$ cat config.mk
export PLATFORM = sky130hd
export DESIGN_NAME = selective_repeat_sender_window
export DESIGN_NICKNAME = d
export VERILOG_FILES = /design/src/srsw_pkg.sv /design/src/selective_repeat_sender_window.sv /design/src/srsw_ctrl.sv /design/src/srsw_dpath.sv
export SDC_FILE = /design/constraint.sdc
export NUM_CORES = 2
export LEC_CHECK = 0
export CORE_ASPECT_RATIO = 0.6
export CORE_MARGIN = 3
export CORE_UTILIZATION = 60
export DETAILED_ROUTE_END_ITERATION = 10
export DONT_BUFFER_PORTS = 1
export PLACE_DENSITY = 0.76
export REMOVE_ABC_BUFFERS = 1
export SYNTH_ARGS = -nofsm -noshare
export SYNTH_HDL_FRONTEND = slang
export SYNTH_HIERARCHICAL = 1
export SYNTH_SLANG_ARGS = --single-unit
$ cat constraint.sdc
create_clock -name clock -period 11.4 [get_ports clock]
set_input_delay 0.57 -clock clock [delete_from_list [all_inputs] [get_ports clock]]
set_output_delay 0.57 -clock clock [all_outputs]
set_load 0.01 [all_outputs]
$ cat src/srsw_pkg.sv
// Types and constants shared by the selective-repeat sender window
package srsw_pkg;

   localparam int SEQ_W = 16;
   localparam int CNT_W = 16;
   localparam int CFG_W = 16;
   localparam int WIN_OUT_W = 6;
   localparam int TIME_W = 32;

   localparam logic [1:0] CSR_PACKET_COUNT = 2'd0;
   localparam logic [1:0] CSR_INIT_WINDOW = 2'd1;
   localparam logic [1:0] CSR_INIT_THRESHOLD = 2'd2;
   localparam logic [1:0] CSR_TIMEOUT_TICKS = 2'd3;

   localparam logic [CNT_W-1:0] RST_PACKET_COUNT = 16'd0;
   localparam logic [5:0] RST_INIT_WINDOW = 6'd1;
   localparam logic [5:0] RST_INIT_THRESHOLD = 6'd16;
   localparam logic [15:0] RST_TIMEOUT_TICKS = 16'd2000;

   localparam logic FUNC_TICK = 1'b0;
   localparam logic FUNC_ACK = 1'b1;

   typedef struct packed {
      logic             func;
      logic [SEQ_W-1:0] ack_seq;
      logic [15:0]      peer_window;
   } req_type;

   typedef struct packed {
      logic                 send_valid;
      logic [SEQ_W-1:0]     send_seq;
      logic                 is_resend;
      logic [WIN_OUT_W-1:0] window_now;
      logic [SEQ_W-1:0]     base_now;
      logic                 finished;
      logic                 last;
   } rsp_type;

   typedef enum logic [2:0] {
      ST_IDLE,
      ST_TRD,
      ST_TEV,
      ST_ACK,
      ST_SLIDE,
      ST_GROW,
      ST_FILL,
      ST_EMIT
   } state_type;

   typedef struct packed {
      logic load;
      logic idx_clr;
      logic idx_inc;
      logic tick_ev;
      logic ack_mark;
      logic slide_step;
      logic grow;
      logic fill_step;
      logic emit;
   } cmd_type;

   typedef struct packed {
      logic scan_last;
      logic ack_ok;
      logic slide_more;
      logic fill_last;
      logic emit_ok;
      logic emit_last;
   } sts_type;

endpackage

$ cat src/selective_repeat_sender_window.sv
// Selective-repeat sender window: one item at a time through a slot-serial
// sequencer. A tick scans every slot for a timeout (each slot reads
// its sent time from a single-port memory, then checks it). An acknowledgement
// marks its slot, slides the base and grows the window, or is ignored. Both
// then fill the window slot by slot and transfer the results one at a time,
// holding while the receiver stalls. Configuration writes reload the whole
// transfer state at once; there is no clearing pass.
module selective_repeat_sender_window #(
   parameter int WINDOW_MAX = 32
) (
   input  logic                       clock,
   input  logic                       reset,
   input  logic                       req_valid,
   output logic                       req_stall,
   input  srsw_pkg::req_type          req_data,
   output logic                       rsp_valid,
   input  logic                       rsp_stall,
   output srsw_pkg::rsp_type          rsp_data,
   input  logic                       csr_write,
   input  logic [1:0]                 csr_index,
   input  logic [srsw_pkg::CFG_W-1:0] csr_wdata
);
   import srsw_pkg::*;

   cmd_type cmd;
   sts_type sts;

   srsw_ctrl u_ctrl (
      .clock     (clock),
      .reset     (reset),
      .req_valid (req_valid),
      .req_func  (req_data.func),
      .sts       (sts),
      .cmd       (cmd),
      .req_stall (req_stall)
   );

   srsw_dpath #(
      .WINDOW_MAX (WINDOW_MAX)
   ) u_dpath (
      .clock     (clock),
      .reset     (reset),
      .req_data  (req_data),
      .rsp_stall (rsp_stall),
      .rsp_valid (rsp_valid),
      .rsp_data  (rsp_data),
      .csr_write (csr_write),
      .csr_index (csr_index),
      .csr_wdata (csr_wdata),
      .cmd       (cmd),
      .sts       (sts)
   );

endmodule

$ cat src/srsw_ctrl.sv
// Sequencer for tick scan, acknowledgement, slide, growth, fill and result transfer
module srsw_ctrl (
   input  logic             clock,
   input  logic             reset,
   input  logic             req_valid,
   input  logic             req_func,
   input  srsw_pkg::sts_type sts,
   output srsw_pkg::cmd_type cmd,
   output logic             req_stall
);
   import srsw_pkg::*;

   state_type state_ff, state_in;

   always_ff @(posedge clock) begin
      if (reset) begin
         state_ff <= ST_IDLE;
      end else begin
         state_ff <= state_in;
      end
   end

   always_comb begin
      state_in = state_ff;
      unique case (state_ff)
         ST_IDLE: begin
            if (req_valid) begin
               state_in = (req_func == FUNC_ACK) ? ST_ACK : ST_TRD;
            end
         end
         ST_TRD: state_in = ST_TEV;
         ST_TEV: state_in = sts.scan_last ? ST_FILL : ST_TRD;
         ST_ACK: state_in = sts.ack_ok ? ST_SLIDE : ST_FILL;
         ST_SLIDE: state_in = sts.slide_more ? ST_SLIDE : ST_GROW;
         ST_GROW: state_in = ST_FILL;
         ST_FILL: state_in = sts.fill_last ? ST_EMIT : ST_FILL;
         ST_EMIT: begin
            if (sts.emit_ok && sts.emit_last) begin
               state_in = ST_IDLE;
            end
         end
         default: state_in = ST_IDLE;
      endcase
   end

   always_comb begin
      cmd = '0;
      req_stall = (state_ff != ST_IDLE);
      unique case (state_ff)
         ST_IDLE: begin
            cmd.load = req_valid;
            cmd.idx_clr = req_valid;
         end
         ST_TRD: ;
         ST_TEV: begin
            cmd.tick_ev = 1'b1;
            cmd.idx_clr = sts.scan_last;
            cmd.idx_inc = !sts.scan_last;
         end
         ST_ACK: begin
            cmd.ack_mark = sts.ack_ok;
            cmd.idx_clr = !sts.ack_ok;
         end
         ST_SLIDE: cmd.slide_step = sts.slide_more;
         ST_GROW: begin
            cmd.grow = 1'b1;
            cmd.idx_clr = 1'b1;
         end
         ST_FILL: begin
            cmd.fill_step = 1'b1;
            cmd.idx_inc = 1'b1;
         end
         ST_EMIT: cmd.emit = sts.emit_ok;
         default: ;
      endcase
   end

endmodule

$ cat src/srsw_dpath.sv
// Window state, slot flags, sent-time memory and result register
module srsw_dpath #(
   parameter int WINDOW_MAX = 32
) (
   input  logic                         clock,
   input  logic                         reset,
   input  srsw_pkg::req_type            req_data,
   input  logic                         rsp_stall,
   output logic                         rsp_valid,
   output srsw_pkg::rsp_type            rsp_data,
   input  logic                         csr_write,
   input  logic [1:0]                   csr_index,
   input  logic [srsw_pkg::CFG_W-1:0]   csr_wdata,
   input  srsw_pkg::cmd_type            cmd,
   output srsw_pkg::sts_type            sts
);
   import srsw_pkg::*;

   localparam int SLOT_W = (WINDOW_MAX > 1) ? $clog2(WINDOW_MAX) : 1;
   localparam int WIN_W = $clog2(WINDOW_MAX + 1);
   localparam int TH_W = (WIN_W > 6) ? WIN_W : 6;
   localparam int FLAG_W = 2 * WINDOW_MAX;
   localparam int FIDX_W = $clog2(FLAG_W);

   logic [CNT_W-1:0]  pc_ff, pc_in;
   logic [5:0]        iw_ff, iw_in;
   logic [5:0]        ith_ff, ith_in;
   logic [15:0]       to_ff, to_in;

   logic [SEQ_W-1:0]  base_ff, base_in;
   logic [SLOT_W-1:0] bslot_ff, bslot_in;
   logic [WIN_W-1:0]  win_ff, win_in;
   logic [TH_W-1:0]   thr_ff, thr_in;
   logic              slow_ff, slow_in;
   logic              avoid_ff, avoid_in;
   logic [WINDOW_MAX-1:0] sent_ff, sent_in;
   logic [WINDOW_MAX-1:0] acked_ff, acked_in;
   logic [TIME_W-1:0] tick_ff, tick_in;
   logic [SLOT_W-1:0] idx_ff, idx_in;
   logic [SLOT_W-1:0] slot_ff, slot_in;
   logic [FLAG_W-1:0] flags_ff, flags_in;
   logic [SEQ_W-1:0]  ack_ff, ack_in;
   logic [15:0]       peer_ff, peer_in;
   logic              rsp_valid_ff, rsp_valid_in;
   rsp_type           rsp_ff, rsp_in;

   logic [TIME_W-1:0] time_mem [WINDOW_MAX];
   logic [TIME_W-1:0] rd_ff;
   logic              mem_we;

   logic [SLOT_W-1:0] slot_nx, bslot_nx, aslot;
   logic [SEQ_W-1:0]  off;
   logic [SLOT_W:0]   asum;
   logic [WIN_W-1:0]  idx_p1, half;
   logic [CNT_W:0]    fill_seq;
   logic              fill_send, timed_out;
   logic [TIME_W-1:0] age;
   logic [WIN_W:0]    grow_raw;
   logic [15:0]       grow_v;
   logic [WIN_W-1:0]  grow_w;
   logic [FIDX_W-1:0] eidx;
   logic [FLAG_W-1:0] flags_rest;
   logic [SEQ_W-1:0]  eoff;
   logic [TH_W-1:0]   iw_c;

   assign slot_nx = (slot_ff == SLOT_W'(WINDOW_MAX - 1)) ? '0 : slot_ff + 1'b1;
   assign bslot_nx = (bslot_ff == SLOT_W'(WINDOW_MAX - 1)) ? '0 : bslot_ff + 1'b1;

   assign off = ack_ff - base_ff;
   assign asum = {1'b0, bslot_ff} + (SLOT_W + 1)'(off[SLOT_W-1:0]);
   assign aslot = (asum >= (SLOT_W + 1)'(WINDOW_MAX)) ?
                  SLOT_W'(asum - (SLOT_W + 1)'(WINDOW_MAX)) : SLOT_W'(asum);

   assign idx_p1 = WIN_W'(idx_ff) + WIN_W'(1);
   assign fill_seq = {1'b0, base_ff} + (CNT_W + 1)'(idx_ff);
   assign fill_send = (fill_seq < {1'b0, pc_ff}) && !sent_ff[slot_ff];

   assign age = tick_ff - rd_ff;
   assign timed_out = sent_ff[slot_ff] && !acked_ff[slot_ff] && (age > TIME_W'(to_ff));
   assign half = ((win_ff >> 1) == '0) ? WIN_W'(1) : (win_ff >> 1);

   always_comb begin
      grow_raw = slow_ff ? ({1'b0, win_ff} << 1) : ({1'b0, win_ff} + (WIN_W + 1)'(1));
      grow_v = (16'(grow_raw) > peer_ff) ? peer_ff : 16'(grow_raw);
      if (grow_v == '0) begin
         grow_v = 16'd1;
      end
      if (grow_v > 16'(WINDOW_MAX)) begin
         grow_v = 16'(WINDOW_MAX);
      end
      grow_w = WIN_W'(grow_v);
   end

   always_comb begin
      eidx = '0;
      for (int i = FLAG_W - 1; i >= 0; i--) begin
         if (flags_ff[i]) begin
            eidx = FIDX_W'(i);
         end
      end
   end
   assign flags_rest = flags_ff & (flags_ff - 1'b1);
   assign eoff = (eidx >= FIDX_W'(WINDOW_MAX)) ?
                 SEQ_W'(eidx - FIDX_W'(WINDOW_MAX)) : SEQ_W'(eidx);

   always_comb begin
      pc_in = pc_ff;
      iw_in = iw_ff;
      ith_in = ith_ff;
      to_in = to_ff;
      if (csr_write) begin
         unique case (csr_index)
            CSR_PACKET_COUNT: pc_in = CNT_W'(csr_wdata);
            CSR_INIT_WINDOW: iw_in = csr_wdata[5:0];
            CSR_INIT_THRESHOLD: ith_in = csr_wdata[5:0];
            CSR_TIMEOUT_TICKS: to_in = csr_wdata[15:0];
            default: ;
         endcase
      end
      iw_c = TH_W'(iw_in);
      if (iw_c == '0) begin
         iw_c = TH_W'(1);
      end
      if (iw_c > TH_W'(WINDOW_MAX)) begin
         iw_c = TH_W'(WINDOW_MAX);
      end
   end

   always_comb begin
      base_in = base_ff;
      bslot_in = bslot_ff;
      win_in = win_ff;
      thr_in = thr_ff;
      slow_in = slow_ff;
      avoid_in = avoid_ff;
      sent_in = sent_ff;
      acked_in = acked_ff;
      tick_in = tick_ff;
      idx_in = idx_ff;
      slot_in = slot_ff;
      flags_in = flags_ff;
      ack_in = ack_ff;
      peer_in = peer_ff;
      mem_we = 1'b0;

      if (cmd.load) begin
         ack_in = req_data.ack_seq;
         peer_in = req_data.peer_window;
         flags_in = '0;
         if (req_data.func == FUNC_TICK) begin
            tick_in = tick_ff + 1'b1;
         end
      end
      if (cmd.tick_ev && timed_out) begin
         win_in = half;
         thr_in = TH_W'(half);
         slow_in = 1'b1;
         flags_in[idx_ff] = 1'b1;
         mem_we = 1'b1;
      end
      if (cmd.ack_mark) begin
         acked_in[aslot] = 1'b1;
      end
      if (cmd.slide_step) begin
         sent_in[bslot_ff] = 1'b0;
         acked_in[bslot_ff] = 1'b0;
         base_in = base_ff + 1'b1;
         bslot_in = bslot_nx;
      end
      if (cmd.grow && (slow_ff || avoid_ff)) begin
         win_in = grow_w;
         if (slow_ff && (8'(grow_w) >= 8'(thr_ff))) begin
            slow_in = 1'b0;
            avoid_in = 1'b1;
         end
      end
      if (cmd.fill_step && fill_send) begin
         sent_in[slot_ff] = 1'b1;
         acked_in[slot_ff] = 1'b0;
         flags_in[WINDOW_MAX + int'(idx_ff)] = 1'b1;
         mem_we = 1'b1;
      end
      if (cmd.emit) begin
         flags_in = flags_rest;
      end
      if (cmd.idx_clr) begin
         idx_in = '0;
         slot_in = bslot_in;
      end else if (cmd.idx_inc) begin
         idx_in = idx_ff + 1'b1;
         slot_in = slot_nx;
      end

      if (csr_write) begin
         base_in = '0;
         bslot_in = '0;
         win_in = WIN_W'(iw_c);
         thr_in = TH_W'(ith_in);
         slow_in = 1'b1;
         avoid_in = 1'b0;
         sent_in = '0;
         acked_in = '0;
         tick_in = '0;
      end
   end

   always_comb begin
      rsp_valid_in = rsp_valid_ff && rsp_stall;
      rsp_in = rsp_ff;
      if (cmd.emit) begin
         rsp_valid_in = 1'b1;
         rsp_in.send_valid = (flags_ff != '0);
         rsp_in.send_seq = (flags_ff != '0) ? base_ff + eoff : '0;
         rsp_in.is_resend = (flags_ff != '0) && (eidx < FIDX_W'(WINDOW_MAX));
         rsp_in.window_now = WIN_OUT_W'(win_ff);
         rsp_in.base_now = base_ff;
         rsp_in.finished = (base_ff >= pc_ff);
         rsp_in.last = (flags_rest == '0);
      end
   end

   always_ff @(posedge clock) begin
      if (reset) begin
         pc_ff <= RST_PACKET_COUNT;
         iw_ff <= RST_INIT_WINDOW;
         ith_ff <= RST_INIT_THRESHOLD;
         to_ff <= RST_TIMEOUT_TICKS;
         base_ff <= '0;
         bslot_ff <= '0;
         win_ff <= WIN_W'(1);
         thr_ff <= TH_W'(RST_INIT_THRESHOLD);
         slow_ff <= 1'b1;
         avoid_ff <= 1'b0;
         sent_ff <= '0;
         acked_ff <= '0;
         tick_ff <= '0;
         idx_ff <= '0;
         slot_ff <= '0;
         flags_ff <= '0;
         rsp_valid_ff <= 1'b0;
      end else begin
         pc_ff <= pc_in;
         iw_ff <= iw_in;
         ith_ff <= ith_in;
         to_ff <= to_in;
         base_ff <= base_in;
         bslot_ff <= bslot_in;
         win_ff <= win_in;
         thr_ff <= thr_in;
         slow_ff <= slow_in;
         avoid_ff <= avoid_in;
         sent_ff <= sent_in;
         acked_ff <= acked_in;
         tick_ff <= tick_in;
         idx_ff <= idx_in;
         slot_ff <= slot_in;
         flags_ff <= flags_in;
         rsp_valid_ff <= rsp_valid_in;
      end
   end

   always_ff @(posedge clock) begin
      ack_ff <= ack_in;
      peer_ff <= peer_in;
      rsp_ff <= rsp_in;
   end

   always_ff @(posedge clock) begin
      if (mem_we) begin
         time_mem[slot_ff] <= tick_ff;
      end
      rd_ff <= time_mem[slot_ff];
   end

   assign sts.scan_last = (idx_ff == SLOT_W'(WINDOW_MAX - 1));
   assign sts.ack_ok = (off < SEQ_W'(WINDOW_MAX)) && sent_ff[aslot] && !acked_ff[aslot];
   assign sts.slide_more = (base_ff < pc_ff) && acked_ff[bslot_ff];
   assign sts.fill_last = (idx_p1 >= win_ff) || (idx_ff == SLOT_W'(WINDOW_MAX - 1));
   assign sts.emit_ok = !rsp_valid_ff || !rsp_stall;
   assign sts.emit_last = (flags_rest == '0);

   assign rsp_valid = rsp_valid_ff;
   assign rsp_data = rsp_ff;

endmodule

# After elaboration in Yosys (flattened, before gate mapping)
# Memory sizes are Yosys's and may differ from the RTL's. A register that Yosys moved wholly into a read port is not among the register bits.
# Cells that the tools add are included.
[op_classes]
n_addsub = 16
magnitude_cmp = 23
n_eq_ne = 15
n_mux = 140
n_bitwise = 11
reduce_logical = 46
[ops]
columns = ["cell", "count"]
rows = [
  ["$mux 6", 75],
  ["$mux 64", 4],
  ["$mux 32", 5],
  ["$and 32x32->32", 3],
  ["$and 64x64->64", 1],
  ["$logic_not 64->1", 1],
  ["$not 32->32", 2],
  ["$or 32x32->32", 2],
  ["$or 64x32->64", 1],
  ["$or 64x64->64", 1],
  ["$reduce_bool 64->1", 1],
  ["$sub 64x1->64 const B", 1],
  ["$mux 16", 3],
  ["$mux 5", 7],
  ["$add 32x1->32 const B", 1],
  ["$ge 32x1->1 const B", 1],
  ["$gt 32x16->1", 1],
  ["$lt 32x8->1 const B", 1],
  ["$sub 32x32->32", 1],
  ["$mux 1", 27],
  ["$bmux 1 s5", 5],
  ["$pmux 3 s8", 1],
  ["$demux 1 s5", 4],
  ["$ge 5x1->1 const B", 4],
  ["other kinds (49)", 98],
]
[totals]
ff_bits = 327
mem_bits_rw = 1024
inputBits = 56
output_inout_bits = 44
elab_cells = 279
memories = 1
[mem_list]
columns = ["name", "words", "word_bits", "rd", "rd_ports_with_merged_regs", "write_ports", "line", "source"]
rows = [
  ["u_dpath.time_mem", 32, 32, 1, 1, 1, "srsw_dpath.sv:47", "logic [TIME_W-1:0] time_mem [WINDOW_MAX];"],
]

# Longest topological paths before layout
[depth]
ltp_word = 67
mapped_depth = 25

# Cells and area by module
# The synthesis kept the hierarchy.
[modules_own_cells]
columns = ["module", "n_inst", "cells_each", "area_per_inst_um2", "seq_area_each_um2"]
rows = [
  ["srsw_dpath", 1, 4143, 60379.2, 38617.0],
  ["srsw_ctrl", 1, 42, 311.5, 60.1],
]

# Worst setup path before layout
# No wires, ideal clock.
[synth_path]
path_kind = "flip-flop to flip-flop"
from = "reg u_dpath.tick_ff[0]"
to = "mem u_dpath.time_mem[15][0], enable pin"
setup_ps = 461
arrival_time_ps = 6459
t_required_ps = 10939
setup_slack_ps = 4480
stages_incl_launch_ff = 26
n_path_buf = 1
synth_period_minus_slack_ps = 6920
cell_sequence = "dfxtp_1 > inv_1 > ha_1 > inv_1 > fa_1 > a211oi_1 > o21ai_1 > a31o_2 > a21o_1 > nor2_1 > nor2_1 > nor2_1 > xnor2_1 > ha_1 > nand4_1 > nor2_1 > nand2_1 > o21ai_0 > o21ai_0 > o311ai_0 > or4_1 > nor4_1 > a21oi_1 > clkbuf_1 > nor2_1 > nor3_1"
[synth_via]
elab_chain_len = 8
[synth_rtl]
columns = ["element", "line", "source"]
rows = [
  ["from (decl)", "srsw_dpath.sv:38", "logic [TIME_W-1:0] tick_ff, tick_in;"],
  ["from (signal assigned)", "srsw_dpath.sv:254", "tick_ff <= tick_in;"],
  ["$sub 32x32->32", "srsw_dpath.sv:78", "assign age = tick_ff - rd_ff;"],
  ["$gt 32x16->1", "srsw_dpath.sv:79", "assign timed_out = sent_ff[slot_ff] && !acked_ff[slot_ff] && (age > TIME_W'(to_ff));"],
  ["$logic_and 1x1->1", "srsw_dpath.sv:79", ""],
  ["$logic_and 1x1->1", "srsw_dpath.sv:154", "if (cmd.tick_ev && timed_out) begin"],
  ["$mux 1", "srsw_dpath.sv:154", ""],
  ["$mux 1", "srsw_dpath.sv:177", "if (cmd.fill_step && fill_send) begin"],
  ["$mux 1", "srsw_dpath.sv:269", "if (mem_we) begin"],
  ["$mux 1 (implied by the code)", "srsw_dpath.sv:270", "time_mem[slot_ff] <= tick_ff;"],
  ["to (decl)", "srsw_dpath.sv:47", ""],
]
# No other way between the ends.

# Worst setup path after layout
[layout_path]
from = "reg u_dpath.tick_ff[1]"
to = "mem u_dpath.time_mem[27][23], enable pin"
# Same word-level chain as after synthesis.

==> flow_summary_export.csv <==
group,metric,value,unit
sta,setup_viol,0,
pwr,swShare,24.71,%
grt,grt_usage,31.80,%
grt,grt.met3_usage,9.577,%
pwr,p_comb_share,11.0,%
clock_network,cts_sinks,1383,
outcome,status,"completed",
clock_network,cts_resized,0,
cells_and_area,area_delta_synth_final,10.30,%
synthesis,synth-seq-cells,1383,
detailed_routing,drtIter0Drc,6418,
synthesis,ys.flop_type,"edfxtp_1",
synthesis,synth_top_family_by_area,"multiplexers",
detailed_routing,viasPerCell,6.983,
synthesis,netlist_area,0.06069,sq mm
sta,relSlewSlack,12.00,%
die,start_util,61.10,%
placement,numPortBuffers,0,
synthesis,ys_top_cells_by_area,"edfxtp_1, mux4_2, dfxtp_1",
worst_setup_path,worst_setup_path_start_kind,"flop",
grt,grt-ovfl-total,0,
synthesis,yosysTopAreaCell,"edfxtp_1",
detailed_routing,drt_pre_antenna_iters,6,
sta,period_minus_slack,6.892,ns
sta,post-route-period-util,60.46,%
worst_setup_path,crit_path_end_kind,"flop",
die,core-area,0.09933,sq mm
run,drv_cap,0,
die,die_h,252.4,um
worst_setup_path,critPathLaunch,"u_dpath/tick_ff[1]",
hold_path,min-delay-start,"req_valid",
pwr,pwr-share-seq,51.0,%
sta,skew,0.03354,ns
synthesis,synth_top_area_share,54.33,%
grt,grt_max_degree,116,
clock_network,cts_root_buffer,"clkbuf_16",
clock_network,clk_latency,0.75,ns
placement,place_congestion,0.9446,
synthesis,muxShareOfSynthArea,12.29,%
detailed_routing,drtAntennaViolNets,0,
clock_network,clk_pin_slew_worst_paths,0.07,ns
sta,rsz0062_at_grt,"no",
grt,busiest_layer,"met1",
worst_setup_path,path_cells,"buf_4 > fa_1 > a211oi_1 > o21ai_1 > a22oi_1 > a21oi_1 > nor2_1 > xnor2_1 > ha_1 > nand4_1 > nor2_1 > a21oi_1 > o21ai_0 > o21ai_0 > o311ai_0 > or4_1 > nor4_1 > a21o_1 > nand2b_1 > and3_2",
cells_and_area,multiInputGateArea,0.02077,sq mm
pwr,clkPwrFrac,38.0,%
synthesis,synth-seq-area-share,63.73,%
synthesis,synth_xor_area_share,1.530,%
detailed_routing,wl_per_cell,29.54,um
worst_setup_path,r2r_cells,20,
detailed_routing,routed_wl,167.0,mm
synthesis,ys_types,90,
pwr,p_leak,24.35,nW
sta,max_freq,0.1451,GHz
pwr,total_power,10.78,mW
pwr,p_int,8.114,mW
cells_and_area,drive_gt1_share,15.52,%
hold_path,min_path_cells,2,
die,die_w,416.6,um
detailed_routing,drc,0,
pwr,vdd_drop_max,0.1587,mV
die,io_pins,100,
clock_network,cts_tree,"done",
clock_network,htreeDepth,3,
grt,use_met1,50.93,%
grt,grt_first_pass_wirelength,248.4,mm
worst_setup_path,cp.arrival,7.22,ns
sta,hold_viol_final,0,
detailed_routing,num_vias,39480,
hold_path,hold_class,"in2reg",
synthesis,synthSimpleGateAreaFrac,7.067,%
worst_setup_path,slowest_delay,0.70,ns
clock_network,clockBufferDepth,3,
synthesis,yosys_warnings,6,
synthesis,syn_area_per_cell,14.50,sq um
worst_setup_path,worstSetupPathType,"reg2reg",
cells_and_area,regArea,0.03870,sq mm
sta,tightest_slew,1.317,ns
sta,slew_viol_final,0,
pwr,pwr_density_cell,161.0,mW/mm^2
grt,grt_pass1_vias,37200,
sta,holdWs,0.06601,ns
grt,grt_util_met2,42.37,%
die,dieArea,0.1051,sq mm
worst_setup_path,worstPathRequired,11.73,ns
cells_and_area,fillers,6759,
placement,dp_hpwl,106.6,mm
worst_setup_path,rr_startpoint,"u_dpath/tick_ff[1]",
clock_network,postCtsSetupBuffers,0,
die,num_rows,89,
worst_setup_path,critical_path.slowest_cell,"a21o_1",
synthesis,ys_async_sr_fraction,0,%
synthesis,syn_inst,4185,
pwr,switchingPower,2.663,mW
grt,antenna_found_initial,7,
clock_network,cts_buffers,116,
synthesis,synthAdderAreaFrac,3.381,%
cells_and_area,nets,4447,
worst_setup_path,critical_path_peak_fanout,36,
synthesis,synth-compound-area-share,9.537,%
synthesis,synth_edf_count,1098,
==> cell families after synthesis <==
family	count (synthesis)
flip-flops	1383
AND/OR/NAND/NOR	872
multiplexers	392
adder cells (fa/ha/maj)	161
XOR/XNOR	106
AO/OA/AOI/OAI	881
buffers and inverters	390
==> worst paths after layout <==
path                                                 end  slack [ns]
worst max-delay path            u_dpath/time_mem[27][23]        4.51
worst min-delay path                  u_ctrl/state_ff[0]        0.07
worst max register to register  u_dpath/time_mem[27][23]        4.51
worst min register to register          u_dpath/to_ff[5]        0.46
==> sequential cells by signal (all words and copies together), names as in the netlist, 16 cells and up <==
| name | flops |
|---|---|
| u_dpath/ack_ff | 16 |
| u_dpath/acked_ff | 32 |
| u_dpath/base_ff | 16 |
| u_dpath/flags_ff | 64 |
| u_dpath/pc_ff | 16 |
| u_dpath/peer_ff | 16 |
| u_dpath/rd_ff | 32 |
| u_dpath/rsp_data | 42 |
| u_dpath/sent_ff | 32 |
| u_dpath/tick_ff | 32 |
| u_dpath/time_mem | 1024 |
| u_dpath/to_ff | 16 |
==> cells in the mapped netlist (all sizes together), types with 24 or more instances <==
cell and instances:
nand4 35, o21ai 191, nor4 24, nand3 80, dfxtp 285, a22oi 30, xnor2 58, mux2i 105
a221oi 64, nor2b 25, a211oi 74, buf 52, clkbuf 180, inv 156, o21a 27, and3 34
nand2 212, edfxtp 1098, a21oi 236, nor3 82, a21o 50, mux4 282, nor2 251, ha 156
xor2 48
==> critical path, delay by kind of cell (launching register included) <==
family | cells | cell delay [ns]
AND/OR/NAND/NOR | 7 | 2.27
adder cells (fa/ha/maj) | 2 | 0.78
flip-flops | 1 | 0.32
AO/OA/AOI/OAI | 9 | 2.71
buffers and inverters | 1 | 0.25
XOR/XNOR | 1 | 0.13
==> placed cells by master, fill, tap and decap left out, types with 27 or more instances in the layout <==
cell type,n
edfxtp_1,1098
mux4_2,282
dfxtp_1,271
a21oi_1,235
nor2_1,228
nand2_1,212
o21ai_0,186
ha_1,156
inv_1,155
clkbuf_16,118
buf_4,106
mux2i_1,105
nand3_1,77
a211oi_1,73
a221oi_1,64
nor3_1,61
xnor2_1,58
dlygate4sd3_1,51
a21o_1,50
xor2_1,48
nand4_1,35
clkbuf_1,31
a22oi_1,30
and3_1,28
o21a_1,27
==> metrics by stage <==
step	TNS, ns	setup WS (ns)	utilization, %	cells	area (sq um)
2_1_floorplan	-6060.13	-6.137	-	3953	59790
3_3_place_gp	0	4.706	62.95	5379	62530
3_5_place_dp	0	4.688	62.95	5379	62530
4_1_cts	0	4.646	67.38	5649	66930
5_1_grt	0	4.224	67.38	5650	66930
6_report	0	4.508	67.39	5654	66940
==> power by group through the flow <==
stage	Combinational, mW	Clock (mW)	Sequential, mW
after CTS	1.17	4.13	5.49
after global placement	1.13	0	5.60
after floorplan	1.12	0	5.78
after global routing	1.26	4.34	5.50
after detailed placement	1.13	0	5.60
final	1.19	4.10	5.49
==> what timing repair did <==
item	CTS	global route
endpoints found under the setup margin	0	0
endpoints found under the hold margin	161	0
hold buffers	52	0
==> per-layer routing <==
layer | vias up | wire, um
li1 | 16510 | -
met1 | 19600 | 69310
met2 | 3060 | 68440
met3 | 314 | 25000
met4 | 0 | 4287
met5 | - | 0
==> area by class of cell <==
| type | instances | area share [%] |
|---|---|---|
| flip-flops and latches | 1383 | 57.81 |
| multi-input cells | 2412 | 31.02 |
| clock buffers | 158 | 4.770 |
| well taps | 1319 | 2.465 |
| repair buffers | 159 | 2.022 |
| clock inverters | 60 | 0.9999 |
| inverters | 158 | 0.8934 |
| diodes | 5 | 0.01869 |
Power figures use the tool's default switching activity.
